$ cat config.mk
export PLATFORM = sky130hd
export DESIGN_NAME = rgb_pixel_color_filter
export DESIGN_NICKNAME = d
export VERILOG_FILES = /design/src/rtl/rpcf_pkg.sv /design/src/rtl/rpcf_sepia.sv /design/src/rtl/rgb_pixel_color_filter.sv
export SDC_FILE = /design/constraint.sdc
export NUM_CORES = 1
export LEC_CHECK = 0
export BUFFER_PORTS_ARGS = -buffer_cell sky130_fd_sc_hd__buf_2
export CORE_MARGIN = 2
export CORE_UTILIZATION = 65
export DETAILED_ROUTE_END_ITERATION = 10
export PLACE_DENSITY = 0.83
export SLEW_MARGIN = 15
export SYNTH_ARGS = -nofsm -noshare
export SYNTH_HDL_FRONTEND = slang
export SYNTH_HIERARCHICAL = 1
export SYNTH_SLANG_ARGS = --single-unit
$ cat constraint.sdc
create_clock -name clk -period 11.17 [get_ports clk]
set_input_delay 1.117 -clock clk [delete_from_list [all_inputs] [get_ports clk]]
set_output_delay 1.117 -clock clk [all_outputs]
set_load 0.02 [all_outputs]
$ cat src/rtl/rpcf_pkg.sv
// ----------------------------------------------------------------------------
// RGB pixel colour filter package
// Filter mode codes, sepia coefficients and the pipeline enable bundle.
// ----------------------------------------------------------------------------
package rpcf_pkg;

	localparam int unsigned CHAN_W = 8;
	localparam int unsigned MODE_W = 2;
	localparam int unsigned CFG_INDEX_W = 2;

	localparam logic [MODE_W-1:0] MODE_INVERT = 2'd0;
	localparam logic [MODE_W-1:0] MODE_BLEND  = 2'd1;
	localparam logic [MODE_W-1:0] MODE_SEPIA  = 2'd2;
	localparam logic [MODE_W-1:0] MODE_PASS   = 2'd3;

	localparam logic [CFG_INDEX_W-1:0] REG_FILTER_MODE = 2'd0;
	localparam logic [CFG_INDEX_W-1:0] REG_BLEND_RED   = 2'd1;
	localparam logic [CFG_INDEX_W-1:0] REG_BLEND_GREEN = 2'd2;
	localparam logic [CFG_INDEX_W-1:0] REG_BLEND_BLUE  = 2'd3;

	localparam int unsigned SEPIA_SCALE = 1000;

	// Sepia matrix in thousandths, row by row (red, green, blue output).
	localparam logic [9:0] SEPIA_MILLI [9] = '{
		10'd393, 10'd769, 10'd189,
		10'd349, 10'd686, 10'd168,
		10'd272, 10'd534, 10'd131
	};

	typedef struct packed {
		logic s2;
		logic s3;
	} rpcf_stage_en_t;

	typedef logic [CHAN_W-1:0] chan_t;

	// Coefficient in Q0.frac_bits, rounded to nearest with ties up.
	function automatic logic [31:0] sepia_coef(input int unsigned frac_bits,
			input int unsigned idx);
		logic [63:0] scaled;
		scaled = (64'(SEPIA_MILLI[idx]) << frac_bits) + 64'(SEPIA_SCALE / 2);
		return 32'(scaled / SEPIA_SCALE);
	endfunction

endpackage

$ cat src/rtl/rpcf_sepia.sv
// ----------------------------------------------------------------------------
// Sepia channel
// One row of the sepia matrix: three registered products, then a registered
// sum, truncation and clamp to 255.
// ----------------------------------------------------------------------------
module rpcf_sepia import rpcf_pkg::*; #(
	parameter int unsigned COEF_FRAC_BITS = 10,
	parameter int unsigned ROW = 0
) (
	input  logic           clk,
	input  rpcf_stage_en_t en,
	input  chan_t          red,
	input  chan_t          green,
	input  chan_t          blue,
	output chan_t          chan_s3
);

	localparam int unsigned PW = COEF_FRAC_BITS + CHAN_W;
	localparam int unsigned SW = PW + 2;
	localparam int unsigned IW = SW - COEF_FRAC_BITS;

	localparam logic [COEF_FRAC_BITS-1:0] COEF_R =
		COEF_FRAC_BITS'(sepia_coef(COEF_FRAC_BITS, ROW * 3));
	localparam logic [COEF_FRAC_BITS-1:0] COEF_G =
		COEF_FRAC_BITS'(sepia_coef(COEF_FRAC_BITS, ROW * 3 + 1));
	localparam logic [COEF_FRAC_BITS-1:0] COEF_B =
		COEF_FRAC_BITS'(sepia_coef(COEF_FRAC_BITS, ROW * 3 + 2));

	logic [PW-1:0] prod_r_s2;
	logic [PW-1:0] prod_g_s2;
	logic [PW-1:0] prod_b_s2;
	logic [SW-1:0] sum;
	logic [IW-1:0] whole;

	always_ff @(posedge clk) begin
		if (en.s2) begin
			prod_r_s2 <= PW'(red) * PW'(COEF_R);
			prod_g_s2 <= PW'(green) * PW'(COEF_G);
			prod_b_s2 <= PW'(blue) * PW'(COEF_B);
		end
	end

	always_comb begin
		sum   = SW'(prod_r_s2) + SW'(prod_g_s2) + SW'(prod_b_s2);
		whole = sum[SW-1:COEF_FRAC_BITS];
	end

	always_ff @(posedge clk) begin
		if (en.s3) begin
			if (whole > IW'(8'hff)) begin
				chan_s3 <= 8'hff;
			end else begin
				chan_s3 <= whole[CHAN_W-1:0];
			end
		end
	end

endmodule

$ cat src/rtl/rgb_pixel_color_filter.sv
// ----------------------------------------------------------------------------
// RGB pixel colour filter
// Invert, blend with a configured colour, sepia or pass-through.
//
// Channel | Direction | Handshake           | Payload
// s_*     | in        | s_tvalid / s_tready | s_tdata: red, green, blue
// m_*     | out       | m_tvalid / m_tready | m_tdata: red, green, blue
// cfg_*   | in        | cfg_we              | cfg_index, cfg_data
//
// Three register stages: input capture, sepia products, then the sepia sum
// and clamp into the output register, where the captured mode picks either
// the sepia or the simple result. One pixel is accepted every cycle while
// the output is taken.
// Each stage moves on when the stage after it is empty or moving, so a stall
// on m_tready holds every pixel in place. Reset clears the valid bits and the
// configuration registers (mode invert, blend colour black).
// ----------------------------------------------------------------------------
module rgb_pixel_color_filter import rpcf_pkg::*; #(
	parameter int unsigned COEF_FRAC_BITS = 10
) (
	input  logic                   clk,
	input  logic                   arst_n,
	input  logic                   cfg_we,
	input  logic [CFG_INDEX_W-1:0] cfg_index,
	input  logic [CHAN_W-1:0]      cfg_data,
	input  logic                   s_tvalid,
	output logic                   s_tready,
	input  logic [3*CHAN_W-1:0]    s_tdata,  // red_in, green_in, blue_in
	output logic                   m_tvalid,
	input  logic                   m_tready,
	output logic [3*CHAN_W-1:0]    m_tdata   // red_out, green_out, blue_out
);

	logic [MODE_W-1:0] mode_q;
	chan_t             blend_r_q;
	chan_t             blend_g_q;
	chan_t             blend_b_q;

	logic              valid_s1;
	logic              valid_s2;
	logic              valid_s3;
	logic              ready_s1;
	logic              ready_s2;
	logic              ready_s3;
	rpcf_stage_en_t    en;

	chan_t             red_s1;
	chan_t             green_s1;
	chan_t             blue_s1;
	logic [MODE_W-1:0] mode_s1;
	chan_t             simple_r_s1;
	chan_t             simple_g_s1;
	chan_t             simple_b_s1;
	logic [MODE_W-1:0] mode_s2;
	chan_t             simple_r_s2;
	chan_t             simple_g_s2;
	chan_t             simple_b_s2;
	logic              sepia_s3;
	chan_t             simple_r_s3;
	chan_t             simple_g_s3;
	chan_t             simple_b_s3;
	chan_t             sepia_r_s3;
	chan_t             sepia_g_s3;
	chan_t             sepia_b_s3;

	chan_t             in_r;
	chan_t             in_g;
	chan_t             in_b;
	chan_t             simple_r;
	chan_t             simple_g;
	chan_t             simple_b;

	always_ff @(posedge clk or negedge arst_n) begin
		if (!arst_n) begin
			mode_q    <= MODE_INVERT;
			blend_r_q <= '0;
			blend_g_q <= '0;
			blend_b_q <= '0;
		end else if (cfg_we) begin
			unique case (cfg_index)
				REG_FILTER_MODE: mode_q    <= cfg_data[MODE_W-1:0];
				REG_BLEND_RED:   blend_r_q <= cfg_data;
				REG_BLEND_GREEN: blend_g_q <= cfg_data;
				REG_BLEND_BLUE:  blend_b_q <= cfg_data;
				default:         mode_q    <= mode_q;
			endcase
		end
	end

	assign ready_s3 = !valid_s3 || m_tready;
	assign ready_s2 = !valid_s2 || ready_s3;
	assign ready_s1 = !valid_s1 || ready_s2;
	assign s_tready = ready_s1;
	assign en.s2    = valid_s1 && ready_s2;
	assign en.s3    = valid_s2 && ready_s3;

	always_ff @(posedge clk or negedge arst_n) begin
		if (!arst_n) begin
			valid_s1 <= 1'b0;
			valid_s2 <= 1'b0;
			valid_s3 <= 1'b0;
		end else begin
			if (ready_s1) begin
				valid_s1 <= s_tvalid;
			end
			if (ready_s2) begin
				valid_s2 <= valid_s1;
			end
			if (ready_s3) begin
				valid_s3 <= valid_s2;
			end
		end
	end

	assign in_r = s_tdata[CHAN_W-1:0];
	assign in_g = s_tdata[2*CHAN_W-1:CHAN_W];
	assign in_b = s_tdata[3*CHAN_W-1:2*CHAN_W];

	// Invert, blend and pass-through are cheap and are settled on entry.
	always_comb begin
		unique case (mode_q)
			MODE_INVERT: begin
				simple_r = ~in_r;
				simple_g = ~in_g;
				simple_b = ~in_b;
			end
			MODE_BLEND: begin
				simple_r = CHAN_W'(({1'b0, in_r} + {1'b0, blend_r_q}) >> 1);
				simple_g = CHAN_W'(({1'b0, in_g} + {1'b0, blend_g_q}) >> 1);
				simple_b = CHAN_W'(({1'b0, in_b} + {1'b0, blend_b_q}) >> 1);
			end
			default: begin
				simple_r = in_r;
				simple_g = in_g;
				simple_b = in_b;
			end
		endcase
	end

	always_ff @(posedge clk) begin
		if (s_tvalid && ready_s1) begin
			red_s1      <= in_r;
			green_s1    <= in_g;
			blue_s1     <= in_b;
			mode_s1     <= mode_q;
			simple_r_s1 <= simple_r;
			simple_g_s1 <= simple_g;
			simple_b_s1 <= simple_b;
		end
		if (en.s2) begin
			mode_s2     <= mode_s1;
			simple_r_s2 <= simple_r_s1;
			simple_g_s2 <= simple_g_s1;
			simple_b_s2 <= simple_b_s1;
		end
		if (en.s3) begin
			sepia_s3    <= (mode_s2 == MODE_SEPIA);
			simple_r_s3 <= simple_r_s2;
			simple_g_s3 <= simple_g_s2;
			simple_b_s3 <= simple_b_s2;
		end
	end

	rpcf_sepia #(
		.COEF_FRAC_BITS(COEF_FRAC_BITS),
		.ROW(0)
	) u_sepia_r (
		.clk    (clk),
		.en     (en),
		.red    (red_s1),
		.green  (green_s1),
		.blue   (blue_s1),
		.chan_s3(sepia_r_s3)
	);

	rpcf_sepia #(
		.COEF_FRAC_BITS(COEF_FRAC_BITS),
		.ROW(1)
	) u_sepia_g (
		.clk    (clk),
		.en     (en),
		.red    (red_s1),
		.green  (green_s1),
		.blue   (blue_s1),
		.chan_s3(sepia_g_s3)
	);

	rpcf_sepia #(
		.COEF_FRAC_BITS(COEF_FRAC_BITS),
		.ROW(2)
	) u_sepia_b (
		.clk    (clk),
		.en     (en),
		.red    (red_s1),
		.green  (green_s1),
		.blue   (blue_s1),
		.chan_s3(sepia_b_s3)
	);

	assign m_tvalid = valid_s3;
	assign m_tdata  = sepia_s3 ? {sepia_b_s3, sepia_g_s3, sepia_r_s3}
	                           : {simple_b_s3, simple_g_s3, simple_r_s3};

endmodule

==> summary.md, run 1 <==
| Metric | Value |
|---|---|
| Final min period | 4994 ps |
| Post-cts sizing count | 0 |
| Total number of clock tree sinks | 299 |
| Worst Hold Class | flip-flop to flip-flop |
| Yosys top cell area share | 0.3501 |
| Layout filler cell count | 2330 |
| Overall power after layout | 6151 uW |
| Part of the total power dissipated in the clock network | 0.158 |
| Initial antenna violation count | 1 |
| Library cell occupying the most area in the post-synthesis netlist | sky130_fd_sc_hd__edfxtp_1 |
| Detailed-router iteration count before antenna repair | 5 |
| Predominant post-synthesis flop cell | sky130_fd_sc_hd__edfxtp_1 |
| Average size of a mapped cell | 11.83 sq um |
| Clk Latency, worst-skew pair | 580 ps |
| IO Count | between 60 and 70 |
| Clock tree from TritonCTS | done |
| Placeable Area | 35310 sq um |
| Final HPWL from detailed placement | 38.43 mm |
| Max-Cap Viols | 0 |
| Distinct cells, synth | 84 |
| Internal cell power | 3606 uW |
| Pin count of the biggest net entering global routing | between 60 and 70 |
| DR vias/cell | 5.998 |
| H-Tree Level Count | 1 |
| Upper clock frequency limit | 0.2002 GHz |
| Outcome | complete, no violations |
| Clock Pin Slew Worst Setup and Hold Paths | 70 ps |
| VDD IR max | 0.2844 mV |
| Power density of the placed cells | 246.2 nW/um^2 |
| Die Height | 192.8 microns |
| Final routed wirelength across all metal layers | 51.18 mm |
| Area of placed instances | 24050 sq um |
| Endpoints failing hold | 0 |
| Vias in the first global route | around 16000 |
| Area Overhead vs Synth | 7.899% |
| Data arrival time at the worst-slack endpoint | between 5000 and 6000 ps |
| Number of instances in the synthesized netlist | between 1500 and 2000 |
| Final weighted congestion of routability-driven global placement | 0.8940 |
| Netlist area before placement | around 23000 sq um |
| Most numerous cell in the Yosys netlist | sky130_fd_sc_hd__ha_1 |
| Count of antenna diodes in the layout | 0 |
| Total number of nets in the final design | 2629 |
| Via count | 15182 |
| # hold bufs at CTS | 0 |
| Most common library cells after synthesis | 421 x sky130_fd_sc_hd__ha_1, 309 x sky130_fd_sc_hd__inv_1, 270 x sky130_fd_sc_hd__edfxtp_1, 122 x sky130_fd_sc_hd__fa_1, 85 x sky130_fd_sc_hd__nand2_1 |
| Global-route usage over all layers | 0.2860 |
| Top cells by area, synth | sky130_fd_sc_hd__edfxtp_1 35%, sky130_fd_sc_hd__ha_1 23%, sky130_fd_sc_hd__fa_1 11% |
| Critical path peak fanout | 12 |
| Post-synthesis sequential area ratio | 0.3814 |
| Number of DRC markers in iteration 0 | 1220 |
| WS Path Type | flip-flop to flip-flop |
| Die Width | 192.8 microns |
| Pin slew with the least headroom to its limit | 1004 ps |
| Number of clock buffers inserted by TritonCTS | 31 |
| Post-CTS repair timing setup buffer count | 0 |
| Leakage power total | 0.01162 uW |
| Synth async-reset ratio | 0.09699 |
| Worst setup SP type | flip-flop |
| Global-route wire length before repair | 81.80 mm |
| Final instance area | between 20000 and 25000 sq um |
| Final Cycle Share | 0.4471 |
| Switch share | 0.4137 |
| Clk buf depth | 3 |
| Initial core utilization | 0.6559 |
| Unrepaired setup endpoints after global routing | no |
| Post-synth EDFFs | 270 |
| Die Outline Area | between 30000 and 40000 sq um |
| Post-Route Setup TNS | 0 ps |
| Combinational cell fraction of total power | 0.536 |
| Sort of element at the end of the critical path | flip-flop |
| Synthesized Nets | 2539 |
| Seq cells post-synth | 299 |
| Share of layout cells above drive strength 1 | 0.1053 |
| Final slew viol count | 0 |
| Skew final | 24.21 ps |
| Clk Tree Root Cell | sky130_fd_sc_hd__clkbuf_16 |
| Number of synthesis warnings | 6 |
| Final antenna-violating net count | 0 |
| Total overflow reported by the global router | 0 |
| Setup violators final | 0 |
| Proportion of power drawn by flip-flops and latches | 0.306 |
| Net Sw Power | 2545 uW |
| Relative slew margins | 0.3280 |
| Number of core rows | between 60 and 70 |
| FF/Latch Area | 8833 sq um |
| Port buffer count | 64 |
| Crit path required time | 11490 ps |
| Post-DR wirelength/cell | around 20 microns |
| Drt drc | 0 |
| Area taken by multi-input logic gates | between 10000 and 15000 sq um |
[cell usage in the layout (no fill, tap or decap), types with 8 or more instances in the layout]
cell type                   instances
sky130_fd_sc_hd__ha_1             421
sky130_fd_sc_hd__o21a_1            23
sky130_fd_sc_hd__nor3_1            25
sky130_fd_sc_hd__nor2_1            69
sky130_fd_sc_hd__a31oi_1            9
sky130_fd_sc_hd__nand2_1           85
sky130_fd_sc_hd__dfrtp_1           29
sky130_fd_sc_hd__clkbuf_16         31
sky130_fd_sc_hd__nand2b_1          10
sky130_fd_sc_hd__edfxtp_1         270
sky130_fd_sc_hd__inv_1            309
sky130_fd_sc_hd__fa_1             122
sky130_fd_sc_hd__a21oi_1           77
sky130_fd_sc_hd__o31ai_1            8
sky130_fd_sc_hd__xnor2_1           80
sky130_fd_sc_hd__nor2b_1           15
sky130_fd_sc_hd__o21bai_1          14
sky130_fd_sc_hd__and3_1            13
sky130_fd_sc_hd__o21ai_1            9
sky130_fd_sc_hd__a211oi_1          15
sky130_fd_sc_hd__xor2_1            26
sky130_fd_sc_hd__nand3_1           22
sky130_fd_sc_hd__a21o_1            35
sky130_fd_sc_hd__o21ai_0           56
sky130_fd_sc_hd__buf_2             64
sky130_fd_sc_hd__mux2_2            52
[cells by family after synthesis]
group | synth area share
DFF | 0.3814
and+or+nand+nor | 0.06224
xor gates and xnor gates | 0.04009
muxes | 0.02658
adders and majority gates | 0.3329
buffers and inverters | 0.05192
AOI/OAI and AO/OA | 0.1048
[layer usage]
metal  routed length, microns  vias up  GRT usage
met1                    20170     7384     0.3491
met5                        0        -          0
met4                     2652        0     0.1298
met2                    25390      477     0.5001
li1                         -     7179          -
met3                     2960      142    0.04364
[critical path, cell delays in order (launching register included)]
cell and delay, ps:
sky130_fd_sc_hd__edfxtp_1 650, sky130_fd_sc_hd__fa_1 720, sky130_fd_sc_hd__inv_1 90, sky130_fd_sc_hd__fa_1 510, sky130_fd_sc_hd__fa_1 530, sky130_fd_sc_hd__fa_1 550, sky130_fd_sc_hd__inv_1 40, sky130_fd_sc_hd__ha_1 250
sky130_fd_sc_hd__or3_1 470, sky130_fd_sc_hd__o311ai_2 330, sky130_fd_sc_hd__a21o_1 200, sky130_fd_sc_hd__nor3_1 60, sky130_fd_sc_hd__a311o_1 330
[sequential cells by signal (all words and copies together) (netlist names), 14 cells and up]
name                 cells
u_sepia_b/prod_b_s2     15
u_sepia_b/prod_g_s2     18
u_sepia_b/prod_r_s2     17
u_sepia_g/prod_b_s2     14
u_sepia_g/prod_g_s2     17
u_sepia_g/prod_r_s2     16
u_sepia_r/prod_b_s2     15
u_sepia_r/prod_g_s2     17
u_sepia_r/prod_r_s2     16
[path summary, 6_finish.rpt]
kind	to	cells after the start	slack (ps)	startpoint
min in group asynchronous	blend_b_q[5]	1	540	arst_n
setup reg to reg	u_sepia_g/prod_g_s2[16]	12	6180	green_s1[5]
setup / recovery	u_sepia_g/prod_g_s2[16]	12	6180	green_s1[5]
hold reg to reg	simple_r_s2[3]	0	420	simple_r_s1[3]
hold / removal	simple_r_s2[3]	0	420	simple_r_s1[3]
max in group asynchronous	blend_r_q[1]	1	10220	arst_n
[area by class of cell]
class                           instances  area share
Clock buffer                           34     0.03150
Clock inverter                         22    0.006059
Inverter                              309     0.04642
Multi-Input combinational cell       1338      0.5254
Sequential cell                       299      0.3535
Tap cell                              461     0.02308
Timing Repair Buffer                   68     0.01402
[stage by stage]
| step | utilization | cells | hold WS, ps | setup slack (ps) |
|---|---|---|---|---|
| after floorplan | - | 1957 | 400.3 | 5493 |
| after global placement | 0.6811 | 2475 | 400.7 | 6332 |
| after detailed placement | 0.6811 | 2475 | 404.5 | 6290 |
| after CTS | 0.7076 | 2531 | 419.5 | 6208 |
| after global routing | 0.7077 | 2531 | 425.9 | 5977 |
| final | 0.7077 | 2531 | 419.4 | 6176 |
[power by group through the flow]
stage	Combinational (uW)	Clock (uW)	Sequential (uW)
final	3290	973	1880
after global routing	3670	1020	1910
after CTS	3270	978	1880
after detailed placement	3210	0	1890
after global placement	3080	0	1890
after floorplan	2460	0	1800
Power figures use the tool's default switching activity.
==> run 2: changes to the inputs <==
CORE_UTILIZATION = 64   (was 65)
PLACE_DENSITY = 0.82   (was 0.83)
clock period = 4.7 ns   (was 11.17 ns; I/O delays follow)
==> run 2 against run 1 <==
Final cell count rose by 1.1%. Sequential power rose by 140%. Flip-flop and latch count stayed put. Routed wire length increased by 3.3%. Critical path depth stayed put. Count of clock-buffer cells in the layout rose by 3. Sequential share of layout area decreased by 0.63 points. Clock skew increased by 10 ps. Clock power rose to 2.9 times the previous value. Power increased by 150%. Critical path type unchanged. Critical endpoint unchanged. Largest cell class unchanged.
==> summary.md, run 2 (synthesis results as in run 1) <==
| Metric | Value |
|---|---|
| Max-Cap Viols | 0 |
| Area Overhead vs Synth | 9.854% |
| Sort of element at the end of the critical path | flip-flop |
| Final slew viol count | 0 |
| Source of the worst register-to-register timing path | green_s1[7] |
| R2r endpoint | u_sepia_g/prod_g_s2[16] |
| Pin slew with the least headroom to its limit | 1031 ps |
| Post-Route Setup TNS | 0 ps |
| Clk buf depth | 3 |
| Post-DR wirelength/cell | 20.66 microns |
| Share of layout cells above drive strength 1 | 0.1178 |
| Most flop-heavy register | u_sepia_b/prod_g_s2 |
| Data arrival time at the worst-slack endpoint | 4840 ps |
| Total number of clock tree sinks | between 200 and 300 |
| Pin count of the biggest net entering global routing | 172 |
| Final instance area | 25440 sq um |
| Final min period | 4537 ps |
| Crit path required time | 5010 ps |
| Worst setup SP type | flip-flop |
| Placeable Area | 35570 sq um |
| Number of flip-flops under the largest register name | 18 |
| Number of core rows | 69 |
| Most common cell after layout, fill and taps aside | sky130_fd_sc_hd__ha_1 |
| Die Height | 194.2 microns |
| Depth of the worst hold-timing path | 2 |
| Power density of the placed cells | 598.6 nW/um^2 |
| Skew final | 34.43 ps |
| Layout filler cell count | 2377 |
| Final antenna-violating net count | 0 |
| Total overflow reported by the global router | 0 |
| Final HPWL from detailed placement | 40.47 mm |
| Count of cells along the worst register-to-register path | 12 |
| Worst Hold Class | primary input to flip-flop |
| Clock tree from TritonCTS | done |
| Worst reg2reg setup slack | ~160 ps |
| Global-route wire length before repair | 84.75 mm |
| Critical hold path startpoint | s_tvalid |
| Total number of nets in the final design | around 2700 |
| Initial core utilization | 0.6511 |
| Drt drc | 0 |
| Die Outline Area | 37720 sq um |
| DR vias/cell | 6.016 |
| Upper clock frequency limit | 0.2204 GHz |
| Port buffer count | between 60 and 70 |
| Clock Pin Slew Worst Setup and Hold Paths | 60 ps |
| Area taken by multi-input logic gates | 13150 sq um |
| Outcome | complete, no violations |
| Final weighted congestion of routability-driven global placement | between 0.8 and 0.9 |
| Final routed wirelength across all metal layers | approximately 53 mm |
| Overall power after layout | between 15000 and 20000 uW |
| Clk Tree Root Cell | sky130_fd_sc_hd__clkbuf_16 |
| Clk Latency, worst-skew pair | 570 ps |
| Util after Layout | 0.7152 |
| Commonest cells after routing, fill and taps aside | 421 x sky130_fd_sc_hd__ha_1, 309 x sky130_fd_sc_hd__inv_1, 270 x sky130_fd_sc_hd__edfxtp_1, 121 x sky130_fd_sc_hd__fa_1, 85 x sky130_fd_sc_hd__nand2_1 |
| FF/Latch Area | 8833 sq um |
| VDD IR max | about 0.44 mV |
| Final Cycle Share | 0.9652 |
| Detailed-router iteration count before antenna repair | 7 |
| Vias in the first global route | 16313 |
| Area of placed instances | 24200 sq um |
| Number of DRC markers in iteration 0 | 1112 |
| Count of antenna diodes in the layout | 0 |
| WS Path Type | flip-flop to flip-flop |
| H-Tree Level Count | 2 |
| Global-route usage over all layers | 0.2896 |
| Via count | 15389 |
| Hold worst-path end | valid_s1 |
| Relative slew margins | 0.3126 |
| Initial antenna violation count | 1 |
| Critical path peak fanout | 5 |
| Leakage power total | 0.01186 uW |
| IO Count | 65 |
| Die Width | just under 200 microns |
| Setup violators final | 0 |
| Endpoints failing hold | 0 |
| Number of clock buffers inserted by TritonCTS | 35 |
| Unrepaired setup endpoints after global routing | no |
[run 2: cell count changes in the layout (fill, tap and decap cells not counted), moves of 4 or more]
cell	delta
sky130_fd_sc_hd__buf_4	+19
sky130_fd_sc_hd__clkinvlp_4	-4
sky130_fd_sc_hd__bufinv_16	+5
sky130_fd_sc_hd__clkbuf_16	+4
[run 2: metal layers]
| layer | vias to the layer above | routed length, microns | part of all wire | GRT usage |
|---|---|---|---|---|
| met5 | - | 9 | 0.00017 | 0 |
| met4 | 2 | 2740 | 0.052 | 0.1369 |
| met3 | 158 | 2869 | 0.054 | 0.05114 |
| met2 | 463 | 26470 | 0.50 | 0.5028 |
| met1 | 7546 | 20760 | 0.39 | 0.3511 |
| li1 | 7220 | - | - | - |
[run 2: what timing repair did]
action | CTS | global route
buffers inserted | 0 | 2
resized for setup | 0 | 3
endpoints found under the hold margin | 29 | 0
setup endpoints to repair | 0 | 2
hold buffers | 1 | 0
[run 2: worst max-delay path by stage]
stage | start | end | slack (ps) | depth (start not counted)
after CTS | green_s1[5] | u_sepia_g/prod_g_s2[16] | 60 | 12
after global placement | green_s1[5] | u_sepia_g/prod_g_s2[16] | 140 | 12
after detailed placement | green_s1[5] | u_sepia_g/prod_g_s2[16] | 90 | 12
after floorplan | green_s1[6] | u_sepia_g/prod_g_s2[16] | 120 | 12
final | green_s1[7] | u_sepia_g/prod_g_s2[16] | 160 | 12
after global routing | green_s1[7] | u_sepia_g/prod_g_s2[16] | 20 | 12
[run 2: through the flow]
step	hold slack, ps	worst slack [ps]	instances
final	113.9	163.5	2558
after global routing	121.8	19.40	2558
after CTS	94.68	56.85	2556
after detailed placement	404.5	87.24	2493
after global placement	401.0	144.3	2493
after floorplan	174.4	118.0	1957
[run 2: critical path, stage by stage (launching register included)]
cell	delay [ps]
sky130_fd_sc_hd__edfxtp_1	420
sky130_fd_sc_hd__fa_2	640
sky130_fd_sc_hd__inv_1	70
sky130_fd_sc_hd__fa_1	550
sky130_fd_sc_hd__fa_1	450
sky130_fd_sc_hd__fa_1	550
sky130_fd_sc_hd__inv_1	40
sky130_fd_sc_hd__ha_1	250
sky130_fd_sc_hd__or3_4	440
sky130_fd_sc_hd__o311ai_4	300
sky130_fd_sc_hd__a21o_1	180
sky130_fd_sc_hd__nor3_1	50
sky130_fd_sc_hd__a311o_1	330
[run 2: final cells by class]
type                       instances  area share
inverter                         309     0.04559
sequential                       299      0.3472
timing repair buffer              89     0.02056
tap                              461     0.02267
clock buffer                      37     0.03472
multi-input combinational       1338      0.5167
clock inverter                    25     0.01249
[run 2: power by group]
group | leakage [uW] | internal, uW | switching [uW]
Sequential | 0.00294 | 4000 | 468
Clock | 0.000587 | 1710 | 1150
Combinational | 0.00833 | 3350 | 4550
Total | 0.0119 | 9060 | 6170
